===== src/rtl/stw_pkg.sv =====
`timescale 1ns / 1ps
// ----------------------------------------------------------------------------
// stw_pkg
// Shared sizes, codes and types of the sorted timestamp window.
// ----------------------------------------------------------------------------
package stw_pkg;

    // window storage
    localparam int DEPTH  = 32;
    localparam int IDX_W  = $clog2(DEPTH);
    localparam int CNT_W  = $clog2(DEPTH + 1);

    // field widths
    localparam int TIME_W = 32;
    localparam int PAY_W  = 64;
    localparam int CFG_W  = 6;
    localparam int OUT_W  = 6;

    // width that holds both a count and the limit register
    localparam int LIM_W  = (CNT_W > CFG_W) ? CNT_W : CFG_W;

    localparam logic [CFG_W-1:0] MAX_ENTRIES_RST = CFG_W'(30);

    typedef enum logic [1:0] {
        ACT_REPLACE = 2'd0,
        ACT_INSERT  = 2'd1,
        ACT_EVICT   = 2'd2,
        ACT_DROP    = 2'd3
    } t_action;

    typedef enum logic [3:0] {
        ST_IDLE,
        ST_SCAN_RD,
        ST_SCAN_CMP,
        ST_DECIDE,
        ST_EV_RD,
        ST_EV_LAT,
        ST_SH_RD,
        ST_SH_WR,
        ST_WRITE,
        ST_DONE
    } t_state;

    typedef struct packed {
        logic             we;
        logic [IDX_W-1:0] waddr;
        logic [IDX_W-1:0] raddr;
    } t_ram_ctrl;

    typedef struct packed {
        t_action           action;
        logic [OUT_W-1:0]  slot;
        logic [OUT_W-1:0]  fill_count;
        logic [TIME_W-1:0] evicted_time;
    } t_result;

endpackage


===== src/rtl/sorted_timestamp_window.sv =====
`timescale 1ns / 1ps
// ----------------------------------------------------------------------------
// sorted_timestamp_window
// Bounded list of records kept sorted by timestamp, newest first.
// ----------------------------------------------------------------------------
// One word is handled at a time. The scan reads one stored entry per pass
// through a registered RAM read into one compare unit. Entries are then
// shifted down one at a time, after the evicted timestamp is read when the
// window is full. The scan stops at the insert position, and the shift runs
// from the end of the list down to that position. The result word sits in
// an output register, so the next input word is taken while a result waits.
// max_entries is written through i_cfg_we/i_cfg_data; the user must write
// it only while idle, the block itself does not enforce this. Values above
// the storage depth act as the depth.
// ----------------------------------------------------------------------------
module sorted_timestamp_window (
    input  logic                       i_clk,
    input  logic                       i_rst_n,
    input  logic                       i_valid,
    output logic                       o_ready,
    input  logic [stw_pkg::TIME_W-1:0] i_record_time,
    input  logic [stw_pkg::PAY_W-1:0]  i_record_payload,
    output logic                       o_valid,
    input  logic                       i_ready,
    output logic [1:0]                 o_action,
    output logic [stw_pkg::OUT_W-1:0]  o_slot,
    output logic [stw_pkg::OUT_W-1:0]  o_fill_count,
    output logic [stw_pkg::TIME_W-1:0] o_evicted_time,
    input  logic                       i_cfg_we,
    input  logic [stw_pkg::CFG_W-1:0]  i_cfg_data
);

    import stw_pkg::*;

    t_ram_ctrl         w_ram;
    logic [TIME_W-1:0] w_wr_time;
    logic [PAY_W-1:0]  w_wr_payload;
    logic [TIME_W-1:0] w_rd_time;
    logic [PAY_W-1:0]  w_rd_payload;
    logic              w_res_load;
    logic              w_res_free;
    t_result           w_res;
    logic              r_out_valid;
    t_result           r_out;

    // sequencer with the shared compare unit
    stw_seq u_seq (
        .i_clk            (i_clk),
        .i_rst_n          (i_rst_n),
        .i_valid          (i_valid),
        .o_ready          (o_ready),
        .i_record_time    (i_record_time),
        .i_record_payload (i_record_payload),
        .i_cfg_we         (i_cfg_we),
        .i_cfg_data       (i_cfg_data),
        .i_rd_time        (w_rd_time),
        .i_rd_payload     (w_rd_payload),
        .o_ram            (w_ram),
        .o_wr_time        (w_wr_time),
        .o_wr_payload     (w_wr_payload),
        .i_res_free       (w_res_free),
        .o_res_load       (w_res_load),
        .o_res            (w_res)
    );

    // timestamp store
    stw_ram #(
        .WIDTH (TIME_W),
        .DEPTH (DEPTH)
    ) u_time_ram (
        .i_clk   (i_clk),
        .i_we    (w_ram.we),
        .i_waddr (w_ram.waddr),
        .i_wdata (w_wr_time),
        .i_raddr (w_ram.raddr),
        .o_rdata (w_rd_time)
    );

    // payload store
    stw_ram #(
        .WIDTH (PAY_W),
        .DEPTH (DEPTH)
    ) u_pay_ram (
        .i_clk   (i_clk),
        .i_we    (w_ram.we),
        .i_waddr (w_ram.waddr),
        .i_wdata (w_wr_payload),
        .i_raddr (w_ram.raddr),
        .o_rdata (w_rd_payload)
    );

    // output register
    assign w_res_free = !r_out_valid || i_ready;

    always_ff @(posedge i_clk) begin
        if (!i_rst_n) begin
            r_out_valid <= 1'b0;
        end else if (w_res_load) begin
            r_out_valid <= 1'b1;
        end else if (i_ready) begin
            r_out_valid <= 1'b0;
        end
    end

    always_ff @(posedge i_clk) begin
        if (w_res_load) r_out <= w_res;
    end

    assign o_valid        = r_out_valid;
    assign o_action       = r_out.action;
    assign o_slot         = r_out.slot;
    assign o_fill_count   = r_out.fill_count;
    assign o_evicted_time = r_out.evicted_time;

endmodule


===== src/rtl/stw_ram.sv =====
`timescale 1ns / 1ps
// ----------------------------------------------------------------------------
// stw_ram
// Generic simple dual-port RAM, one write and one registered read per cycle.
// ----------------------------------------------------------------------------
module stw_ram #(
    parameter int WIDTH = 32,
    parameter int DEPTH = 32
) (
    input  logic                     i_clk,
    input  logic                     i_we,
    input  logic [$clog2(DEPTH)-1:0] i_waddr,
    input  logic [WIDTH-1:0]         i_wdata,
    input  logic [$clog2(DEPTH)-1:0] i_raddr,
    output logic [WIDTH-1:0]         o_rdata
);

    logic [WIDTH-1:0] r_mem [DEPTH];
    logic [WIDTH-1:0] r_rdata;

    // write port and registered read port
    always_ff @(posedge i_clk) begin
        if (i_we) begin
            r_mem[i_waddr] <= i_wdata;
        end
        r_rdata <= r_mem[i_raddr];
    end

    assign o_rdata = r_rdata;

endmodule


===== src/rtl/stw_seq.sv =====
`timescale 1ns / 1ps
// ----------------------------------------------------------------------------
// stw_seq
// Sequencer of the window: scans with one shared comparator, shifts entries
// one at a time for an insert or eviction, and writes a kept word into place.
// ----------------------------------------------------------------------------
module stw_seq (
    input  logic                       i_clk,
    input  logic                       i_rst_n,
    input  logic                       i_valid,
    output logic                       o_ready,
    input  logic [stw_pkg::TIME_W-1:0] i_record_time,
    input  logic [stw_pkg::PAY_W-1:0]  i_record_payload,
    input  logic                       i_cfg_we,
    input  logic [stw_pkg::CFG_W-1:0]  i_cfg_data,
    input  logic [stw_pkg::TIME_W-1:0] i_rd_time,
    input  logic [stw_pkg::PAY_W-1:0]  i_rd_payload,
    output stw_pkg::t_ram_ctrl         o_ram,
    output logic [stw_pkg::TIME_W-1:0] o_wr_time,
    output logic [stw_pkg::PAY_W-1:0]  o_wr_payload,
    input  logic                       i_res_free,
    output logic                       o_res_load,
    output stw_pkg::t_result           o_res
);

    import stw_pkg::*;

    t_state             r_state;
    t_state             n_state;
    logic [CFG_W-1:0]   r_max;
    logic [CNT_W-1:0]   r_held;
    logic [TIME_W-1:0]  r_time;
    logic [PAY_W-1:0]   r_pay;
    logic [LIM_W-1:0]   r_lim;
    logic [LIM_W-1:0]   r_n;
    logic [LIM_W-1:0]   r_idx;
    logic [LIM_W-1:0]   r_pos;
    logic [LIM_W-1:0]   r_slot;
    t_action            r_act;
    logic [TIME_W-1:0]  r_ev;

    logic [LIM_W-1:0]   w_lim;
    logic [LIM_W-1:0]   w_held;
    logic [LIM_W-1:0]   w_n;
    logic [LIM_W-1:0]   w_idx_dec;
    logic [LIM_W-1:0]   w_last;
    logic               w_eq;
    logic               w_lt;

    // effective limit and present count at the start of an item
    assign w_held    = LIM_W'(r_held);
    assign w_lim     = (LIM_W'(r_max) < LIM_W'(DEPTH)) ? LIM_W'(r_max) : LIM_W'(DEPTH);
    assign w_n       = (w_held < w_lim) ? w_held : w_lim;
    assign w_idx_dec = r_idx - LIM_W'(1);
    assign w_last    = r_n - LIM_W'(1);

    // shared comparator against the stored timestamp just read
    assign w_eq = (i_rd_time == r_time);
    assign w_lt = (i_rd_time <  r_time);

    // next state
    always_comb begin
        n_state = r_state;
        case (r_state)
            ST_IDLE: begin
                if (i_valid) n_state = ST_SCAN_RD;
            end
            ST_SCAN_RD: begin
                n_state = (r_idx == r_n) ? ST_DECIDE : ST_SCAN_CMP;
            end
            ST_SCAN_CMP: begin
                if (w_eq)      n_state = ST_WRITE;
                else if (w_lt) n_state = ST_DECIDE;
                else           n_state = ST_SCAN_RD;
            end
            ST_DECIDE: begin
                if (r_n < r_lim)       n_state = ST_SH_RD;
                else if (r_pos >= r_n) n_state = ST_DONE;
                else                   n_state = ST_EV_RD;
            end
            ST_EV_RD:  n_state = ST_EV_LAT;
            ST_EV_LAT: n_state = ST_SH_RD;
            ST_SH_RD: begin
                n_state = (r_idx == r_pos) ? ST_WRITE : ST_SH_WR;
            end
            ST_SH_WR:  n_state = ST_SH_RD;
            ST_WRITE:  n_state = ST_DONE;
            ST_DONE: begin
                if (i_res_free) n_state = ST_IDLE;
            end
            default:   n_state = ST_IDLE;
        endcase
    end

    // state outputs: handshake and memory control
    always_comb begin
        o_ready      = 1'b0;
        o_res_load   = 1'b0;
        o_ram.we     = 1'b0;
        o_ram.waddr  = r_idx[IDX_W-1:0];
        o_ram.raddr  = r_idx[IDX_W-1:0];
        o_wr_time    = i_rd_time;
        o_wr_payload = i_rd_payload;
        case (r_state)
            ST_IDLE:    o_ready = 1'b1;
            ST_EV_RD:   o_ram.raddr = w_last[IDX_W-1:0];
            ST_SH_RD:   o_ram.raddr = w_idx_dec[IDX_W-1:0];
            ST_SH_WR:   o_ram.we = 1'b1;
            ST_WRITE: begin
                o_ram.we     = 1'b1;
                o_ram.waddr  = r_pos[IDX_W-1:0];
                o_wr_time    = r_time;
                o_wr_payload = r_pay;
            end
            ST_DONE:    o_res_load = i_res_free;
            default:    o_ready = 1'b0;
        endcase
    end

    // control registers
    always_ff @(posedge i_clk) begin
        if (!i_rst_n) begin
            r_state <= ST_IDLE;
            r_max   <= MAX_ENTRIES_RST;
            r_held  <= '0;
        end else begin
            r_state <= n_state;
            if (i_cfg_we) r_max <= i_cfg_data;
            if (r_state == ST_DONE && i_res_free) r_held <= r_n[CNT_W-1:0];
        end
    end

    // working registers of the current word
    always_ff @(posedge i_clk) begin
        case (r_state)
            ST_IDLE: begin
                if (i_valid) begin
                    r_time <= i_record_time;
                    r_pay  <= i_record_payload;
                    r_lim  <= w_lim;
                    r_n    <= w_n;
                    r_idx  <= '0;
                    r_ev   <= '0;
                end
            end
            ST_SCAN_RD: begin
                if (r_idx == r_n) r_pos <= r_n;
            end
            ST_SCAN_CMP: begin
                if (w_eq) begin
                    r_pos  <= r_idx;
                    r_slot <= r_idx;
                    r_act  <= ACT_REPLACE;
                end else if (w_lt) begin
                    r_pos  <= r_idx;
                end else begin
                    r_idx  <= r_idx + LIM_W'(1);
                end
            end
            ST_DECIDE: begin
                if (r_n < r_lim) begin
                    r_act  <= ACT_INSERT;
                    r_slot <= r_pos;
                    r_idx  <= r_n;
                    r_n    <= r_n + LIM_W'(1);
                end else if (r_pos >= r_n) begin
                    r_act  <= ACT_DROP;
                    r_slot <= r_lim;
                end else begin
                    r_act  <= ACT_EVICT;
                    r_slot <= r_pos;
                end
            end
            ST_EV_LAT: begin
                r_ev  <= i_rd_time;
                r_idx <= w_last;
            end
            ST_SH_WR: begin
                r_idx <= w_idx_dec;
            end
            default: begin
                r_idx <= r_idx;
            end
        endcase
    end

    // result word
    assign o_res.action       = r_act;
    assign o_res.slot         = r_slot[OUT_W-1:0];
    assign o_res.fill_count   = r_n[OUT_W-1:0];
    assign o_res.evicted_time = r_ev;

endmodule


===== config.mk =====
export PLATFORM = sky130hd
export DESIGN_NAME = sorted_timestamp_window
export DESIGN_NICKNAME = d
export VERILOG_FILES = /design/src/rtl/stw_pkg.sv /design/src/rtl/sorted_timestamp_window.sv /design/src/rtl/stw_ram.sv /design/src/rtl/stw_seq.sv
export SDC_FILE = /design/constraint.sdc
export NUM_CORES = 2
export LEC_CHECK = 0
export ABC_AREA = 1
export BUFFER_PORTS_ARGS = -buffer_cell sky130_fd_sc_hd__buf_2
export CAP_MARGIN = 20
export CORE_MARGIN = 5
export CORE_UTILIZATION = 45
export DETAILED_ROUTE_END_ITERATION = 8
export HOLD_SLACK_MARGIN = 0.12
export PLACE_DENSITY = 0.7
export SETUP_SLACK_MARGIN = 0.1
export SYNTH_ARGS = -nofsm -noshare
export SYNTH_HDL_FRONTEND = slang
export SYNTH_SLANG_ARGS = --single-unit

===== constraint.sdc =====
create_clock -name i_clk -period 5.9 [get_ports i_clk]
set_input_delay 0.59 -clock i_clk [delete_from_list [all_inputs] [get_ports i_clk]]
set_output_delay 0.59 -clock i_clk [all_outputs]
set_load 0.01 [all_outputs]

==> results_dict.tcl <==
set metrics [dict create \
    status "finished clean" \
    initial_core_util_pct 45.40 \
    finClkSkew_ps 26.29 \
    fin_ws_ps 1666 \
    die_area_sq_um 126300 \
    synthCells 5013 \
    synth-async-reset-ratio_pct 0 \
    cts_resized 0 \
    yosysTopAreaCellShare_pct 65.23 \
    path_clk_slew_ps 60 \
    postCtsSetupBuffers 0 \
    postRouteAntennaNets 0 \
    synth.net_count 5172 \
    cts_hold_buf 35 \
    p_sw_share_pct 38.85 \
    cts_max_path_buffers 3 \
    max_freq_mhz 236.2 \
    crit_buf_inv 1 \
    crit_type "flop to flop" \
    cts_buffers 116 \
    worstPathMaxFanout 44 \
    power_frac_comb_pct 36.7 \
    cp.required_ps 6280 \
    fin_crit_ps 4234 \
    grt_pass1_vias 35700 \
    min_path_type "input port to flop" \
    diodes 0 \
    place_hpwl_microns 77790 \
    yosys.area.top_type "edfxtp_1" \
    whs_ps 198.2 \
    root_buffer "clkbuf_16" \
    dp.cells 6445 \
    drc_errors 0 \
    maxCapViolCount 0 \
    rows 126 \
    tns_ps 0 \
    power_density_nw_per_um2 493.9 \
    ir_drop_v 0.0006736 \
    slew_viol_final 0 \
    h-tree-depth 3 \
    pre_cts_ws_ps 1740 \
    hold_viol_final 0 \
    routed_wl_microns 142300 \
    wire_per_inst_microns 21.24 \
    slowest_stage "nor2_4" \
    place.gp.congestion 0.8498 \
    slew_headroom_pct 24.11 \
    setup_viol 0 \
    rsz0062_at_grt "false" \
    fp.dieW_microns 355.4 \
    synth_area_per_cell_sq_um 10.71 \
    worstSetupEndpointType "flop" \
    fin_cells 6701 \
    viasPerCell 5.512 \
    grtUsageTotal_pct 22.02 \
    synth_ff_type "edfxtp_1" \
    cts_tree "built" \
    power.net_switching_mw 11.56 \
    coreArea_sq_um 118200 \
    critPathMaxStageDelay_ps 1100 \
    pwr-share-clk_pct 24.9 \
    synth_seq_cells 1215 \
    portBuffers 90 \
    clock_sinks 1215 \
    most-common-layout-cells "1166 x edfxtp_1, 1144 x nand3_1, 958 x nand2_1" \
    leakage_nw 24.51 \
    clk_latency_ps 720 \
    synth_area_leaders "edfxtp_1 65%, nand3_1 11%, nand2_1 6.7%" \
    nets 5226 \
    ys_seq_area_share_pct 67.06 \
    tightest_slew_ps 1137 \
    antenna_found_initial 3 \
    cp_cell_sequence "nor2_1 -> nand2_4 -> o21ai_0 -> nand3_1 -> nor2_4 -> buf_4" \
    use_met2_pct 35.71 \
    top_usage_layer "met2" \
    grt_max_degree 181 \
    dr_total_vias 36940 \
    ioPinCount 155 \
    hp-start "i_cfg_we" \
    dr.pass1.iters 7 \
    use_met1_pct 29.50 \
    p_seq_share_pct 38.4 \
    p_int_mw 18.20 \
    die_h_microns 355.4 \
    mostFrequentLayoutCell "edfxtp_1" \
    final.period_utilization_pct 71.77 \
    cpLargestDelayFamily "simple AND/OR/NAND/NOR gates" \
    cp-start-kind "flop" \
    timing.rr.start "u_seq.r_state[2]" \
    grt_use_met3_pct 4.162 \
    area_growth_pct 12.26 \
    cp-startpoint "u_seq.r_state[2]" \
    synth_area_sq_um 53680 \
    synth_cell_types 37 \
    grt_pass1_wl_microns 214400 \
    final_layout_size_suffix_gt1_share_pct 8.422 \
    synth_edf_count 1166 \
    yosysWarnings 0 \
    worst_ep_arrival_time_ps 4610 \
    grt-ovfl-total 0 \
    first_iter_violations 4359 \
]
==> through the flow <==
stage / instance area (sq um) / utilization [%] / total power, mW
floorplan: 53680 / - / 18.69
global placement: 55970 / 47.34 / 22.01
detailed placement: 56070 / 47.42 / 22.26
CTS: 60190 / 50.90 / 29.63
global route: 60260 / 50.97 / 31.23
finish: 60260 / 50.97 / 29.76
==> flip-flops by register name, summed over array words and instances (netlist names), 2 cells and up <==
name,cells
u_seq.r_slot,6
u_seq.r_act,2
u_seq.r_ev,32
u_time_ram.r_mem,1024
u_seq.r_max,6
u_time_ram.o_rdata,32
o_action,2
u_seq.r_n,6
o_evicted_time,32
u_seq.r_pos,6
o_slot,6
u_seq.r_time,32
u_seq.r_idx,6
u_seq.r_state,4
u_seq.r_held,6
u_seq.r_lim,6
o_fill_count,6
==> Yosys cell counts, drive strengths merged, types with 2 or more instances <==
library cell and instances:
clkinv 4, nor2 130, edfxtp 1166, clkbuf 63, a21o 2, o2111ai 2
nor3 5, buf 229, o21a 2, o21ai 89, a31oi 2, xor2 15
inv 809, a21oi 40, o22ai 2, nand2 963, nand3 1145, o211ai 2
nand4 2, o221ai 9, ha 52, nand3b 224, or2 3, dfxtp 49
==> power groups by stage <==
stage	clock network [mW]	registers [mW]	logic, mW
detailed placement	0	11.6	10.7
floorplan	0	11.4	7.25
CTS	7.47	11.4	10.8
global placement	0	11.6	10.4
global route	7.86	11.4	11.9
finish	7.41	11.4	10.9
==> worst paths after layout <==
kind / endpoint / slack (ps) / depth (start not counted)
worst max-delay path: u_time_ram.r_mem[8][6] / 1670 / 6
worst max register to register: u_time_ram.r_mem[8][6] / 1670 / 6
worst min-delay path: u_seq.r_max[1] / 200 / 2
worst min register to register: o_evicted_time[26] / 420 / 0
==> per-layer routing <==
layer | wire (microns) | vias up
li1 | - | 17000
met1 | 56700 | 17760
met2 | 66690 | 1870
met3 | 13790 | 303
met4 | 5121 | 2
met5 | 7 | -
==> cell type report <==
cell class	instances	area (sq um)
Timing Repair Buffer	228	1841
Sequential cell	1215	35990
Tap cell	1536	1922
Clock inverter	64	675.6
Fill cell	10020	57980
Clock buffer	152	3088
Multi-Input combinational cell	2693	13690
Inverter	813	3055
==> cells by family (layout without fill, tap and decap cells) <==
| kind of cell | count (synthesis) | in the layout | share of synthesized area [%] |
|---|---|---|---|
| buffers and inverters | 1105 | 1257 | 8.286 |
| AOI/OAI and AO/OA | 153 | 153 | 1.573 |
| and+or+nand+nor | 2472 | 2472 | 21.61 |
| DFF | 1215 | 1215 | 67.06 |
| xor gates and xnor gates | 16 | 16 | 0.2611 |
| adders and majority gates | 52 | 52 | 1.212 |
No activity file was read; power rests on OpenSTA's default activity.
